$ cat config.mk
export PLATFORM = sky130hd
export DESIGN_NAME = led_zone_fractional_fill_unit_flat
export DESIGN_NICKNAME = d
export VERILOG_FILES = /design/src/rtl/lzff_pkg.sv /design/src/rtl/lzff_if.sv /design/src/rtl/lzff_div.sv /design/src/rtl/lzff_ctrl.sv /design/src/rtl/lzff_dp.sv /design/src/rtl/led_zone_fractional_fill_unit.sv /design/src/flat_wrapper.sv
export SDC_FILE = /design/constraint.sdc
export NUM_CORES = 2
export LEC_CHECK = 0
export ABC_AREA = 1
export BUFFER_PORTS_ARGS = -buffer_cell sky130_fd_sc_hd__buf_2
export CORE_UTILIZATION = 45
export CTS_BUF_LIST = sky130_fd_sc_hd__clkbuf_8
export CTS_CLUSTER_SIZE = 40
export DETAILED_ROUTE_END_ITERATION = 16
export SETUP_SLACK_MARGIN = 0.3
export SLEW_MARGIN = 25
export SYNTH_ARGS = -nofsm -noshare
export SYNTH_HDL_FRONTEND = slang
export SYNTH_SLANG_ARGS = --single-unit
$ cat constraint.sdc
create_clock -name clock -period 6.33 [get_ports clock]
set_clock_uncertainty 0.1 [all_clocks]
set_input_delay 0.3165 -clock clock [delete_from_list [all_inputs] [get_ports clock]]
set_output_delay 0.3165 -clock clock [all_outputs]
set_load 0.01 [all_outputs]
$ cat src/rtl/lzff_pkg.sv
// Shared constants and types for the LED zone fractional fill block.
`timescale 1ns / 1ps
package lzff_pkg;
   localparam int LED_COUNT_DEF = 64;

   localparam logic [2:0] ST_VALID    = 3'd0;
   localparam logic [2:0] ST_BAD_DIR  = 3'd1;
   localparam logic [2:0] ST_EMPTY    = 3'd2;
   localparam logic [2:0] ST_RANGE    = 3'd3;
   localparam logic [2:0] ST_ZERO_DEN = 3'd4;

   localparam logic [1:0] DIR_FWD     = 2'd0;
   localparam logic [1:0] DIR_REV     = 2'd1;
   localparam logic [1:0] DIR_CENTRE  = 2'd2;
   localparam logic [1:0] DIR_UNKNOWN = 2'd3;

   localparam logic [1:0] REG_START  = 2'd0;
   localparam logic [1:0] REG_LENGTH = 2'd1;
   localparam logic [1:0] REG_DIR    = 2'd2;

   localparam logic [1:0] CH_LAST = 2'd2;

   localparam int DIV_N = 25;
   localparam int DIV_D = 17;

   typedef enum logic [1:0] {OP_CSCALE, OP_RUN, OP_RSCALE} div_op_type;

   typedef struct packed {
      logic       load;
      logic       div_go;
      div_op_type op;
      logic [1:0] ch;
      logic       emit_init;
      logic       emit_go;
   } cmd_type;

   typedef struct packed {
      logic status_ok;
      logic need_cscale;
      logic need_rscale;
      logic div_done;
      logic out_free;
      logic emit_last;
   } sts_type;
endpackage

$ cat src/rtl/lzff_if.sv
// Request and result channel interfaces.
`timescale 1ns / 1ps
interface lzff_req_if;
   logic        valid;
   logic        ready;
   logic [15:0] fraction_numerator;
   logic [15:0] fraction_denominator;
   logic [7:0]  color_red;
   logic [7:0]  color_green;
   logic [7:0]  color_blue;
   modport source (output valid, fraction_numerator, fraction_denominator,
                   color_red, color_green, color_blue, input ready);
   modport sink (input valid, fraction_numerator, fraction_denominator,
                 color_red, color_green, color_blue, output ready);
endinterface

interface lzff_rsp_if;
   logic       valid;
   logic       ready;
   logic       write_enable;
   logic [5:0] pixel_index;
   logic [7:0] out_red;
   logic [7:0] out_green;
   logic [7:0] out_blue;
   logic [2:0] status;
   logic       last;
   modport source (output valid, write_enable, pixel_index, out_red, out_green,
                   out_blue, status, last, input ready);
   modport sink (input valid, write_enable, pixel_index, out_red, out_green,
                 out_blue, status, last, output ready);
endinterface

$ cat src/rtl/lzff_div.sv
// Restoring radix-2 divider, one quotient bit per cycle.
`timescale 1ns / 1ps
module lzff_div (
   input  logic                        clock,
   input  logic                        reset,
   input  logic                        start,
   input  logic [lzff_pkg::DIV_N-1:0]  dividend,
   input  logic [lzff_pkg::DIV_D-1:0]  divisor,
   output logic                        busy,
   output logic                        done,
   output logic [lzff_pkg::DIV_N-1:0]  quotient,
   output logic [lzff_pkg::DIV_D-1:0]  remainder
);
   localparam int CW = $clog2(lzff_pkg::DIV_N + 1);

   logic [CW-1:0]                cnt_ff, cnt_in;
   logic                         done_ff, done_in;
   logic [lzff_pkg::DIV_N-1:0]   q_ff, q_in;
   logic [lzff_pkg::DIV_D-1:0]   r_ff, r_in;
   logic [lzff_pkg::DIV_D-1:0]   d_ff, d_in;
   logic [lzff_pkg::DIV_D:0]     shifted;
   logic                         fits;

   always_comb begin
      shifted = {r_ff, q_ff[lzff_pkg::DIV_N-1]};
      fits    = shifted >= {1'b0, d_ff};
      cnt_in  = cnt_ff;
      q_in    = q_ff;
      r_in    = r_ff;
      d_in    = d_ff;
      done_in = 1'b0;
      if (start) begin
         cnt_in = CW'(lzff_pkg::DIV_N);
         q_in   = dividend;
         r_in   = '0;
         d_in   = divisor;
      end else if (cnt_ff != '0) begin
         cnt_in = cnt_ff - 1'b1;
         q_in   = {q_ff[lzff_pkg::DIV_N-2:0], fits};
         r_in   = fits ? lzff_pkg::DIV_D'(shifted - {1'b0, d_ff})
                       : shifted[lzff_pkg::DIV_D-1:0];
         done_in = cnt_ff == CW'(1);
      end
   end

   always_ff @(posedge clock) begin
      if (reset) begin
         cnt_ff  <= '0;
         done_ff <= 1'b0;
      end else begin
         cnt_ff  <= cnt_in;
         done_ff <= done_in;
      end
      q_ff <= q_in;
      r_ff <= r_in;
      d_ff <= d_in;
   end

   assign busy      = cnt_ff != '0;
   assign done      = done_ff;
   assign quotient  = q_ff;
   assign remainder = r_ff;
endmodule

$ cat src/rtl/lzff_ctrl.sv
// Sequencer: zone check, divisions, pixel walk.
`timescale 1ns / 1ps
module lzff_ctrl (
   input  logic              clock,
   input  logic              reset,
   input  logic              req_valid,
   output logic              req_ready,
   input  lzff_pkg::sts_type sts,
   output lzff_pkg::cmd_type cmd
);
   typedef enum logic [2:0] {
      S_IDLE, S_CHECK, S_DIV_GO, S_DIV_WAIT, S_RCHECK, S_EMIT_INIT, S_EMIT
   } state_type;

   state_type               state_ff;
   lzff_pkg::div_op_type    op_ff;
   logic [1:0]              ch_ff;

   always_ff @(posedge clock) begin
      if (reset) begin
         state_ff <= S_IDLE;
         op_ff    <= lzff_pkg::OP_RUN;
         ch_ff    <= '0;
      end else begin
         unique case (state_ff)
            S_IDLE: if (req_valid) state_ff <= S_CHECK;
            S_CHECK: begin
               ch_ff <= '0;
               if (!sts.status_ok) begin
                  state_ff <= S_EMIT_INIT;
               end else begin
                  op_ff    <= sts.need_cscale ? lzff_pkg::OP_CSCALE : lzff_pkg::OP_RUN;
                  state_ff <= S_DIV_GO;
               end
            end
            S_DIV_GO: state_ff <= S_DIV_WAIT;
            S_DIV_WAIT: if (sts.div_done) begin
               unique case (op_ff)
                  lzff_pkg::OP_CSCALE: begin
                     state_ff <= S_DIV_GO;
                     if (ch_ff == lzff_pkg::CH_LAST) begin
                        op_ff <= lzff_pkg::OP_RUN;
                        ch_ff <= '0;
                     end else begin
                        ch_ff <= ch_ff + 1'b1;
                     end
                  end
                  lzff_pkg::OP_RUN: state_ff <= S_RCHECK;
                  default: begin
                     if (ch_ff == lzff_pkg::CH_LAST) begin
                        state_ff <= S_EMIT_INIT;
                     end else begin
                        ch_ff    <= ch_ff + 1'b1;
                        state_ff <= S_DIV_GO;
                     end
                  end
               endcase
            end
            S_RCHECK: begin
               ch_ff <= '0;
               if (sts.need_rscale) begin
                  op_ff    <= lzff_pkg::OP_RSCALE;
                  state_ff <= S_DIV_GO;
               end else begin
                  state_ff <= S_EMIT_INIT;
               end
            end
            S_EMIT_INIT: state_ff <= S_EMIT;
            S_EMIT: if (sts.out_free && sts.emit_last) state_ff <= S_IDLE;
            default: state_ff <= S_IDLE;
         endcase
      end
   end

   assign req_ready     = state_ff == S_IDLE;
   assign cmd.load      = (state_ff == S_IDLE) && req_valid;
   assign cmd.div_go    = state_ff == S_DIV_GO;
   assign cmd.op        = op_ff;
   assign cmd.ch        = ch_ff;
   assign cmd.emit_init = state_ff == S_EMIT_INIT;
   assign cmd.emit_go   = (state_ff == S_EMIT) && sts.out_free;
endmodule

$ cat src/rtl/lzff_dp.sv
// Datapath: zone registers, fill arithmetic, pixel walk, result register.
`timescale 1ns / 1ps
module lzff_dp #(
   parameter int LED_COUNT = lzff_pkg::LED_COUNT_DEF
) (
   input  logic              clock,
   input  logic              reset,
   input  logic              csr_we,
   input  logic [1:0]        csr_index,
   input  logic [6:0]        csr_data,
   input  logic [15:0]       fraction_numerator,
   input  logic [15:0]       fraction_denominator,
   input  logic [7:0]        color_red,
   input  logic [7:0]        color_green,
   input  logic [7:0]        color_blue,
   input  logic              rsp_ready,
   output logic              rsp_valid,
   output logic              write_enable,
   output logic [5:0]        pixel_index,
   output logic [7:0]        out_red,
   output logic [7:0]        out_green,
   output logic [7:0]        out_blue,
   output logic [2:0]        status,
   output logic              last,
   input  lzff_pkg::cmd_type cmd,
   output lzff_pkg::sts_type sts
);
   typedef enum logic [1:0] {PH_CENTRE, PH_RUN0, PH_RUN1} phase_type;

   logic [5:0]  start_ff;
   logic [6:0]  len_ff;
   logic [1:0]  dir_ff;

   logic [22:0] amount_ff;
   logic [15:0] den_ff;
   logic [7:0]  col_ff [3];
   logic [7:0]  cs_ff [3];
   logic [7:0]  rs_ff [3];
   logic [2:0]  st_ff, st_in;
   logic [22:0] whole_ff;
   logic [16:0] rem_ff;

   phase_type   phase_ff;
   logic [6:0]  off_ff, cnt_ff, total_ff, rl_ff;

   logic        rsp_valid_ff;
   logic        we_ff, last_ff;
   logic [5:0]  idx_ff;
   logic [7:0]  red_ff, green_ff, blue_ff;
   logic [2:0]  status_ff;

   logic        dir2, odd, full_centre, need_cscale, cs_nz, rs_nz, centre_e, pflag;
   logic [5:0]  half;
   logic [6:0]  centre7, cap, lit, rl, org, idx7;
   logic [7:0]  total8;
   logic [22:0] runa;
   logic [16:0] unit;
   logic [7:0]  col_sel;
   logic [24:0] dividend;
   logic [16:0] divisor;
   logic        div_busy, div_done;
   logic [24:0] quotient;
   logic [16:0] remainder;
   logic        out_free, emit_last, in_full;
   logic [7:0]  pix [3];

   lzff_div u_div (
      .clock     (clock),
      .reset     (reset),
      .start     (cmd.div_go),
      .dividend  (dividend),
      .divisor   (divisor),
      .busy      (div_busy),
      .done      (div_done),
      .quotient  (quotient),
      .remainder (remainder)
   );

   always_ff @(posedge clock) begin
      if (reset) begin
         start_ff <= '0;
         len_ff   <= '0;
         dir_ff   <= '0;
      end else if (csr_we) begin
         unique case (csr_index)
            lzff_pkg::REG_START:  start_ff <= csr_data[5:0];
            lzff_pkg::REG_LENGTH: len_ff   <= csr_data;
            lzff_pkg::REG_DIR:    dir_ff   <= csr_data[1:0];
            default: ;
         endcase
      end
   end

   always_comb begin
      if (dir_ff == lzff_pkg::DIR_UNKNOWN) begin
         st_in = lzff_pkg::ST_BAD_DIR;
      end else if (len_ff == '0) begin
         st_in = lzff_pkg::ST_EMPTY;
      end else if (({1'b0, start_ff} >= 7'(LED_COUNT)) ||
                   (len_ff > 7'(LED_COUNT) - {1'b0, start_ff})) begin
         st_in = lzff_pkg::ST_RANGE;
      end else if (fraction_denominator == '0) begin
         st_in = lzff_pkg::ST_ZERO_DEN;
      end else begin
         st_in = lzff_pkg::ST_VALID;
      end
   end

   always_comb begin
      dir2        = dir_ff == lzff_pkg::DIR_CENTRE;
      odd         = len_ff[0];
      half        = len_ff[6:1];
      centre7     = {1'b0, start_ff} + {1'b0, half};
      full_centre = amount_ff >= {7'b0, den_ff};
      need_cscale = dir2 && odd && (amount_ff != '0) && !full_centre;
      runa        = (dir2 && odd) ? ((amount_ff > {7'b0, den_ff}) ?
                                     amount_ff - {7'b0, den_ff} : '0) : amount_ff;
      unit        = dir2 ? {den_ff, 1'b0} : {1'b0, den_ff};
      cap         = dir2 ? {1'b0, half} : len_ff;
      lit         = (whole_ff < {16'b0, cap}) ? whole_ff[6:0] : cap;
      cs_nz       = (cs_ff[0] != '0) || (cs_ff[1] != '0) || (cs_ff[2] != '0);
      rs_nz       = (rs_ff[0] != '0) || (rs_ff[1] != '0) || (rs_ff[2] != '0);
      centre_e    = dir2 && odd && (full_centre || (need_cscale && cs_nz));
      pflag       = (rem_ff != '0) && (lit < cap) && rs_nz;
      rl          = lit + {6'b0, pflag};
      total8      = {7'b0, centre_e} + (dir2 ? {rl, 1'b0} : {1'b0, rl});

      case (cmd.ch)
         2'd0:    col_sel = col_ff[0];
         2'd1:    col_sel = col_ff[1];
         default: col_sel = col_ff[2];
      endcase
      case (cmd.op)
         lzff_pkg::OP_CSCALE: begin
            dividend = 25'(col_sel) * 25'(amount_ff[15:0]);
            divisor  = {1'b0, den_ff};
         end
         lzff_pkg::OP_RSCALE: begin
            dividend = 25'(col_sel) * 25'(rem_ff);
            divisor  = unit;
         end
         default: begin
            dividend = 25'(runa);
            divisor  = unit;
         end
      endcase
   end

   always_comb begin
      unique case (phase_ff)
         PH_RUN1: org = centre7 + {6'b0, odd};
         default: begin
            unique case (dir_ff)
               lzff_pkg::DIR_FWD: org = {1'b0, start_ff};
               lzff_pkg::DIR_REV: org = {1'b0, start_ff} + len_ff - 7'd1;
               default:           org = centre7 - 7'd1;
            endcase
         end
      endcase
      idx7 = ((phase_ff == PH_RUN1) || (dir_ff == lzff_pkg::DIR_FWD)) ?
             org + off_ff : org - off_ff;
      in_full = (phase_ff == PH_CENTRE) ? full_centre : (off_ff < lit);
      for (int k = 0; k < 3; k++) begin
         if (in_full) begin
            pix[k] = col_ff[k];
         end else begin
            pix[k] = (phase_ff == PH_CENTRE) ? cs_ff[k] : rs_ff[k];
         end
      end
      if (phase_ff == PH_CENTRE) idx7 = centre7;
      out_free  = !rsp_valid_ff || rsp_ready;
      emit_last = (total_ff == '0) || (cnt_ff == total_ff - 7'd1);
   end

   always_ff @(posedge clock) begin
      if (cmd.load) begin
         amount_ff <= 23'(len_ff) * 23'(fraction_numerator);
         den_ff    <= fraction_denominator;
         col_ff[0] <= color_red;
         col_ff[1] <= color_green;
         col_ff[2] <= color_blue;
         st_ff     <= st_in;
      end
      if (div_done) begin
         unique case (cmd.op)
            lzff_pkg::OP_CSCALE: cs_ff[cmd.ch] <= quotient[7:0];
            lzff_pkg::OP_RSCALE: rs_ff[cmd.ch] <= quotient[7:0];
            default: begin
               whole_ff <= quotient[22:0];
               rem_ff   <= remainder;
            end
         endcase
      end
      if (cmd.emit_init) begin
         total_ff <= (st_ff == lzff_pkg::ST_VALID) ? total8[6:0] : '0;
         rl_ff    <= rl;
         cnt_ff   <= '0;
         off_ff   <= '0;
         phase_ff <= centre_e ? PH_CENTRE : PH_RUN0;
      end else if (cmd.emit_go) begin
         cnt_ff <= cnt_ff + 7'd1;
         if (phase_ff == PH_CENTRE) begin
            phase_ff <= PH_RUN0;
            off_ff   <= '0;
         end else if (off_ff + 7'd1 < rl_ff) begin
            off_ff <= off_ff + 7'd1;
         end else begin
            phase_ff <= PH_RUN1;
            off_ff   <= '0;
         end
      end
      if (cmd.emit_go) begin
         if (total_ff == '0) begin
            we_ff     <= 1'b0;
            idx_ff    <= '0;
            red_ff    <= '0;
            green_ff  <= '0;
            blue_ff   <= '0;
            status_ff <= st_ff;
         end else begin
            we_ff     <= 1'b1;
            idx_ff    <= idx7[5:0];
            red_ff    <= pix[0];
            green_ff  <= pix[1];
            blue_ff   <= pix[2];
            status_ff <= lzff_pkg::ST_VALID;
         end
         last_ff <= emit_last;
      end
   end

   always_ff @(posedge clock) begin
      if (reset) begin
         rsp_valid_ff <= 1'b0;
      end else if (cmd.emit_go) begin
         rsp_valid_ff <= 1'b1;
      end else if (rsp_ready) begin
         rsp_valid_ff <= 1'b0;
      end
   end

   assign rsp_valid    = rsp_valid_ff;
   assign write_enable = we_ff;
   assign pixel_index  = idx_ff;
   assign out_red      = red_ff;
   assign out_green    = green_ff;
   assign out_blue     = blue_ff;
   assign status       = status_ff;
   assign last         = last_ff;

   assign sts.status_ok   = st_ff == lzff_pkg::ST_VALID;
   assign sts.need_cscale = need_cscale;
   assign sts.need_rscale = (rem_ff != '0) && (lit < cap);
   assign sts.div_done    = div_done;
   assign sts.out_free    = out_free;
   assign sts.emit_last   = emit_last;

   a_emit_room: assert property (@(posedge clock) disable iff (reset)
      cmd.emit_go |-> (!rsp_valid_ff || rsp_ready))
      else $error("result pushed over a waiting item");
   a_div_idle: assert property (@(posedge clock) disable iff (reset)
      cmd.div_go |-> !div_busy)
      else $error("divider restarted while busy");
   a_err_last: assert property (@(posedge clock) disable iff (reset)
      (cmd.emit_go && total_ff == '0) |-> emit_last)
      else $error("empty item not marked last");
   a_off_range: assert property (@(posedge clock) disable iff (reset)
      (cmd.emit_go && total_ff != '0 && phase_ff != PH_CENTRE) |-> (off_ff < rl_ff))
      else $error("pixel walk past run end");
endmodule

$ cat src/rtl/led_zone_fractional_fill_unit.sv
// Top level of the LED zone fractional fill block.
// The first result follows one divide, or up to seven divides when both the
// centre pixel and the partial pixel need scaling.
// Results then stream one per cycle unless the output stalls, up to 64 per item.
// One item at a time; the iterative divider and the pixel walk set the rate.
// Synchronous active-high reset clears the zone registers and the sequencer.
`timescale 1ns / 1ps
module led_zone_fractional_fill_unit #(
   parameter int LED_COUNT = lzff_pkg::LED_COUNT_DEF
) (
   input  logic        clock,
   input  logic        reset,
   lzff_req_if.sink    req_ch,
   lzff_rsp_if.source  rsp_ch,
   input  logic        csr_we,
   input  logic [1:0]  csr_index,
   input  logic [6:0]  csr_data
);
   lzff_pkg::cmd_type cmd;
   lzff_pkg::sts_type sts;

   lzff_ctrl u_ctrl (
      .clock     (clock),
      .reset     (reset),
      .req_valid (req_ch.valid),
      .req_ready (req_ch.ready),
      .sts       (sts),
      .cmd       (cmd)
   );

   lzff_dp #(.LED_COUNT(LED_COUNT)) u_dp (
      .clock                (clock),
      .reset                (reset),
      .csr_we               (csr_we),
      .csr_index            (csr_index),
      .csr_data             (csr_data),
      .fraction_numerator   (req_ch.fraction_numerator),
      .fraction_denominator (req_ch.fraction_denominator),
      .color_red            (req_ch.color_red),
      .color_green          (req_ch.color_green),
      .color_blue           (req_ch.color_blue),
      .rsp_ready            (rsp_ch.ready),
      .rsp_valid            (rsp_ch.valid),
      .write_enable         (rsp_ch.write_enable),
      .pixel_index          (rsp_ch.pixel_index),
      .out_red              (rsp_ch.out_red),
      .out_green            (rsp_ch.out_green),
      .out_blue             (rsp_ch.out_blue),
      .status               (rsp_ch.status),
      .last                 (rsp_ch.last),
      .cmd                  (cmd),
      .sts                  (sts)
   );
endmodule

$ cat src/flat_wrapper.sv
// flat-port wrapper written by rule: the top's interface ports become plain ports
module led_zone_fractional_fill_unit_flat 
#(
   parameter int LED_COUNT = lzff_pkg::LED_COUNT_DEF
)
  (clock, reset, csr_we, csr_index, csr_data, req_ch_valid, req_ch_fraction_numerator, req_ch_fraction_denominator, req_ch_color_red, req_ch_color_green, req_ch_color_blue, req_ch_ready, rsp_ch_valid, rsp_ch_write_enable, rsp_ch_pixel_index, rsp_ch_out_red, rsp_ch_out_green, rsp_ch_out_blue, rsp_ch_status, rsp_ch_last, rsp_ch_ready);
  lzff_req_if req_ch_i ();
  lzff_rsp_if rsp_ch_i ();
  input  logic clock;
  input  logic reset;
  input  logic csr_we;
  input  logic [1:0] csr_index;
  input  logic [6:0] csr_data;
  input wire logic [$bits(req_ch_i.valid)-1:0] req_ch_valid;
  input wire logic [$bits(req_ch_i.fraction_numerator)-1:0] req_ch_fraction_numerator;
  input wire logic [$bits(req_ch_i.fraction_denominator)-1:0] req_ch_fraction_denominator;
  input wire logic [$bits(req_ch_i.color_red)-1:0] req_ch_color_red;
  input wire logic [$bits(req_ch_i.color_green)-1:0] req_ch_color_green;
  input wire logic [$bits(req_ch_i.color_blue)-1:0] req_ch_color_blue;
  output wire logic [$bits(req_ch_i.ready)-1:0] req_ch_ready;
  output wire logic [$bits(rsp_ch_i.valid)-1:0] rsp_ch_valid;
  output wire logic [$bits(rsp_ch_i.write_enable)-1:0] rsp_ch_write_enable;
  output wire logic [$bits(rsp_ch_i.pixel_index)-1:0] rsp_ch_pixel_index;
  output wire logic [$bits(rsp_ch_i.out_red)-1:0] rsp_ch_out_red;
  output wire logic [$bits(rsp_ch_i.out_green)-1:0] rsp_ch_out_green;
  output wire logic [$bits(rsp_ch_i.out_blue)-1:0] rsp_ch_out_blue;
  output wire logic [$bits(rsp_ch_i.status)-1:0] rsp_ch_status;
  output wire logic [$bits(rsp_ch_i.last)-1:0] rsp_ch_last;
  input wire logic [$bits(rsp_ch_i.ready)-1:0] rsp_ch_ready;
  assign req_ch_i.valid = req_ch_valid;
  assign req_ch_i.fraction_numerator = req_ch_fraction_numerator;
  assign req_ch_i.fraction_denominator = req_ch_fraction_denominator;
  assign req_ch_i.color_red = req_ch_color_red;
  assign req_ch_i.color_green = req_ch_color_green;
  assign req_ch_i.color_blue = req_ch_color_blue;
  assign req_ch_ready = req_ch_i.ready;
  assign rsp_ch_valid = rsp_ch_i.valid;
  assign rsp_ch_write_enable = rsp_ch_i.write_enable;
  assign rsp_ch_pixel_index = rsp_ch_i.pixel_index;
  assign rsp_ch_out_red = rsp_ch_i.out_red;
  assign rsp_ch_out_green = rsp_ch_i.out_green;
  assign rsp_ch_out_blue = rsp_ch_i.out_blue;
  assign rsp_ch_status = rsp_ch_i.status;
  assign rsp_ch_last = rsp_ch_i.last;
  assign rsp_ch_i.ready = rsp_ch_ready;
  led_zone_fractional_fill_unit #(.LED_COUNT(LED_COUNT)) u_core (.clock(clock), .reset(reset), .req_ch(req_ch_i), .rsp_ch(rsp_ch_i), .csr_we(csr_we), .csr_index(csr_index), .csr_data(csr_data));
endmodule
==> results.md <==
- Clock transition at the registers of the reported paths: 0.06 ns
- Normalized max-slew margin: 0.3047
- Fmax: 168.5 MHz
- Arithmetic-cell share of the synthesized area counting full adders, half adders and majority gates: 0.2767
- Last weighted congestion value of the routability-driven placer: 0.9849
- CTS max path bufs: 3
- Clock insertion delay at the later pin of the skew report: 0.64 ns
- Number of antenna violations at the first check in global routing: 2
- Worst Setup Start Kind: flip-flop
- Critical Path Fanout Max: 20
- EDFF count, synth: 247
- Leading cell types in the layout, fill and taps excluded: sky130_fd_sc_hd__nand2_1 (627), sky130_fd_sc_hd__inv_1 (571), sky130_fd_sc_hd__nor2_1 (406)
- Effective utilization at floorplan: 0.4570
- Share of the cycle needed by the critical path after routing: 0.9374
- Clock tree from TritonCTS: done
- Post-synth design cell area: 28260 um^2
- Overall routing resource usage: 0.2567
- Max-capacitance violation count: 0
- HPWL after detailed placement: 64200 um
- Async set-or-reset flop fraction in the synthesized netlist: 0
- Area fraction in compound gates after synthesis: 0.1062
- Worst path required time: 6.58 ns
- Core region area: 61830 um^2
- Syn. warnings: 0
- Worst min-delay path class: in2reg
- DIE HEIGHT: 252.6 um
- Area growth, synth to finish: 12.40%
- Setup repair after global routing missed its margin: yes
- Antenna Nets Post-Route: 0
- Mean cell area of the mapped netlist: 8.350 um^2
- Detailed Routing Iterations Pass 1: 6
- Startpoint-to-endpoint class of the critical path: reg2reg
- CTS HTree Levels: 2
- Detailed-route via count: 23560
- Total I/O pin count: 107
- Number of library cell types mapped by synthesis: 55
- Critical Path AT: 6.18 ns
- Number of nets at the end of the flow: 4120
- Final setup violating endpoints: 0
- Avg Vias per Cell: 5.289
- Final number of hold-violating endpoints: 0
- First-pass GRT wire length: 126400 um
- Max Transition Viols Final: 0
- Number of clock sinks: 307
- Aggregate global routing overflow: 0
- Sequential cell area fraction in the yosys report: 0.3050
- Ant. Diodes: 0
- WL final: 81770 um
- Combinational family with the most area after synthesis: adder cells
- Post-Syn Instances: 3384
- Die X-Extent: 252.6 um
- Primary FF master, synth: sky130_fd_sc_hd__edfxtp_1
- Die Footprint: 63800 um^2
- Kind of end point of the critical path: flip-flop
- FF+latch count, synth: 307
- Final critical path time including I/O delays and setup: 5.934 ns
- Mux contribution to synthesized area: 0.0003542
- Fraction of the mapped netlist area in simple logic gates: 0.1924
- Number of DRC markers in iteration 0: 1685
- Row Count: 91
- Root buf cell: sky130_fd_sc_hd__clkbuf_8
- Sum Neg Setup Slack: 0 ns
- Run status: finished clean
- Via count of the first global-routing pass: 22850
- Xor and xnor area share after synthesis: 0.02976
- IO Port Bufs: 106
- Maximum number of pins on one net before global-route repair: 45
- Net count after synthesis: 3930
- Filler Cells Inserted: 5947
- Most frequent standard cell in the layout excluding fill and tap cells: sky130_fd_sc_hd__nand2_1
- Share of post-route cells with drive strength above 1: 0.09041
- Number of CTS-inserted buffers: 52
- Drt wl/cell: 18.36 um
- DR DRC count: 0
- Worst-margin pin slew: 1.033 ns
==> per-layer routing <==
layer  GRT usage  share of wire
met5           0        0.00029
met4     0.08087          0.032
met3     0.04089          0.073
met2      0.4056           0.45
met1      0.3601           0.45
==> through the flow <==
step / util / std cells / area (um^2) / hold slack, ns / setup slack [ns]
2_1_floorplan: - / 3384 / 28260 / 0.2950 / 0.6470
3_3_place_gp: 0.4835 / 4297 / 29890 / 0.3500 / 0.1468
3_5_place_dp: 0.4836 / 4297 / 29900 / 0.3406 / 0.06027
4_1_cts: 0.5103 / 4448 / 31550 / 0.03023 / 0.3050
5_1_grt: 0.5137 / 4454 / 31760 / 0.05395 / 0.2189
6_report: 0.5137 / 4454 / 31760 / 0.06638 / 0.3961
==> path summary, 6_finish.rpt <==
kind | start | end | slack, ns | depth (start not counted)
max | u_core.u_ctrl.ch_ff[0] | u_core.u_dp.u_div.quotient[11] | 0.40 | 22
max reg2reg | u_core.u_ctrl.ch_ff[0] | u_core.u_dp.u_div.quotient[11] | 0.40 | 22
min reg2reg | u_core.u_dp.u_div.quotient[9] | u_core.u_dp.whole_ff[9] | 0.35 | 0
min | req_ch_valid | u_core.u_ctrl.state_ff[0] | 0.07 | 5
==> sequential cells by signal (all words and copies together), names as in the netlist, 5 cells and up <==
name	count
u_core.u_dp.off_ff	7
u_core.u_dp.out_red	8
u_core.u_dp.den_ff	16
u_core.u_dp.u_div.quotient	25
u_core.u_dp.out_green	8
u_core.u_dp.len_ff	7
u_core.u_dp.out_blue	8
u_core.u_dp.rs_ff	24
u_core.u_dp.rem_ff	17
u_core.u_dp.u_div.remainder	17
u_core.u_dp.cnt_ff	7
u_core.u_dp.total_ff	7
u_core.u_dp.u_div.d_ff	17
u_core.u_dp.whole_ff	23
u_core.u_dp.u_div.cnt_ff	5
u_core.u_dp.start_ff	6
u_core.u_dp.pixel_index	6
u_core.u_dp.rl_ff	7
u_core.u_dp.col_ff	24
u_core.u_dp.cs_ff	24
u_core.u_dp.amount_ff	23
==> synth_stat cells, types with 9 or more instances <==
master | instances | area, um^2
sky130_fd_sc_hd__buf_1 | 12 | 45.04
sky130_fd_sc_hd__fa_1 | 248 | 4965
sky130_fd_sc_hd__or2_2 | 17 | 106.4
sky130_fd_sc_hd__ha_1 | 228 | 2853
sky130_fd_sc_hd__nand3_1 | 126 | 630.6
sky130_fd_sc_hd__a21oi_1 | 236 | 1181
sky130_fd_sc_hd__nor2_1 | 412 | 1546
sky130_fd_sc_hd__buf_2 | 9 | 45.04
sky130_fd_sc_hd__o21ai_0 | 196 | 980.9
sky130_fd_sc_hd__o22ai_1 | 12 | 75.07
sky130_fd_sc_hd__clkinv_1 | 16 | 60.06
sky130_fd_sc_hd__edfxtp_1 | 247 | 7417
sky130_fd_sc_hd__inv_2 | 11 | 41.29
sky130_fd_sc_hd__nor4_1 | 28 | 175.2
sky130_fd_sc_hd__xnor2_1 | 31 | 271.5
sky130_fd_sc_hd__nor3_1 | 27 | 135.1
sky130_fd_sc_hd__clkbuf_1 | 49 | 183.9
sky130_fd_sc_hd__xor2_1 | 65 | 569.3
sky130_fd_sc_hd__nand2_2 | 9 | 56.30
sky130_fd_sc_hd__a21o_1 | 15 | 112.6
sky130_fd_sc_hd__inv_1 | 556 | 2087
sky130_fd_sc_hd__o211ai_1 | 15 | 112.6
sky130_fd_sc_hd__nand4_1 | 30 | 187.7
sky130_fd_sc_hd__dfxtp_1 | 60 | 1201
sky130_fd_sc_hd__nand2_1 | 627 | 2354
==> layout make-up <==
type                            count  area, um^2  area share
Timing Repair Buffer              211        1564     0.04924
Clock inverter                     37       251.5    0.007918
Tap cell                          837        1047     0.03297
Inverter                          583        2203     0.06937
Timing Repair inverter              1       3.754   0.0001182
Multi-Input combinational cell   2418       17240      0.5429
Sequential cell                   307        8622      0.2715
Clock buffer                       60       825.8     0.02600
==> worst max-delay path: stages, from the launching register on <==
cell,delay [ns]
sky130_fd_sc_hd__dfxtp_2,0.36
sky130_fd_sc_hd__inv_1,0.07
sky130_fd_sc_hd__nor2_4,0.12
sky130_fd_sc_hd__clkinv_2,0.12
sky130_fd_sc_hd__or2_2,0.30
sky130_fd_sc_hd__nand3_2,0.12
sky130_fd_sc_hd__buf_12,0.19
sky130_fd_sc_hd__nor2_1,0.08
sky130_fd_sc_hd__fa_1,0.52
sky130_fd_sc_hd__fa_1,0.52
sky130_fd_sc_hd__fa_1,0.56
sky130_fd_sc_hd__inv_1,0.06
sky130_fd_sc_hd__fa_1,0.56
sky130_fd_sc_hd__inv_1,0.05
sky130_fd_sc_hd__ha_1,0.36
sky130_fd_sc_hd__a21oi_2,0.19
sky130_fd_sc_hd__o21ai_0,0.15
sky130_fd_sc_hd__a21oi_1,0.19
sky130_fd_sc_hd__inv_1,0.10
sky130_fd_sc_hd__o21ai_0,0.43
sky130_fd_sc_hd__a21oi_1,0.19
sky130_fd_sc_hd__a21oi_1,0.20
sky130_fd_sc_hd__o21ai_0,0.11
==> cell families after synthesis <==
kind of cell             after synthesis
AO/OA/AOI/OAI                        541
XOR/XNOR                              96
adder cells (fa/ha/maj)              476
buffers and inverters                659
flip-flops                           307
multiplexers                           1
AND/OR/NAND/NOR                     1304
==> what timing repair did <==
action,in CTS,in global routing
setup endpoints to repair,14,18
hold buffers,54,0
pin swaps,1,0
cloned,0,3
buffers inserted,0,3
gates resized for setup,9,41
hold endpoints to repair,62,0
Power is not shown: default switching activity piles up to over one toggle a cycle in this logic, so the estimate is an artifact.
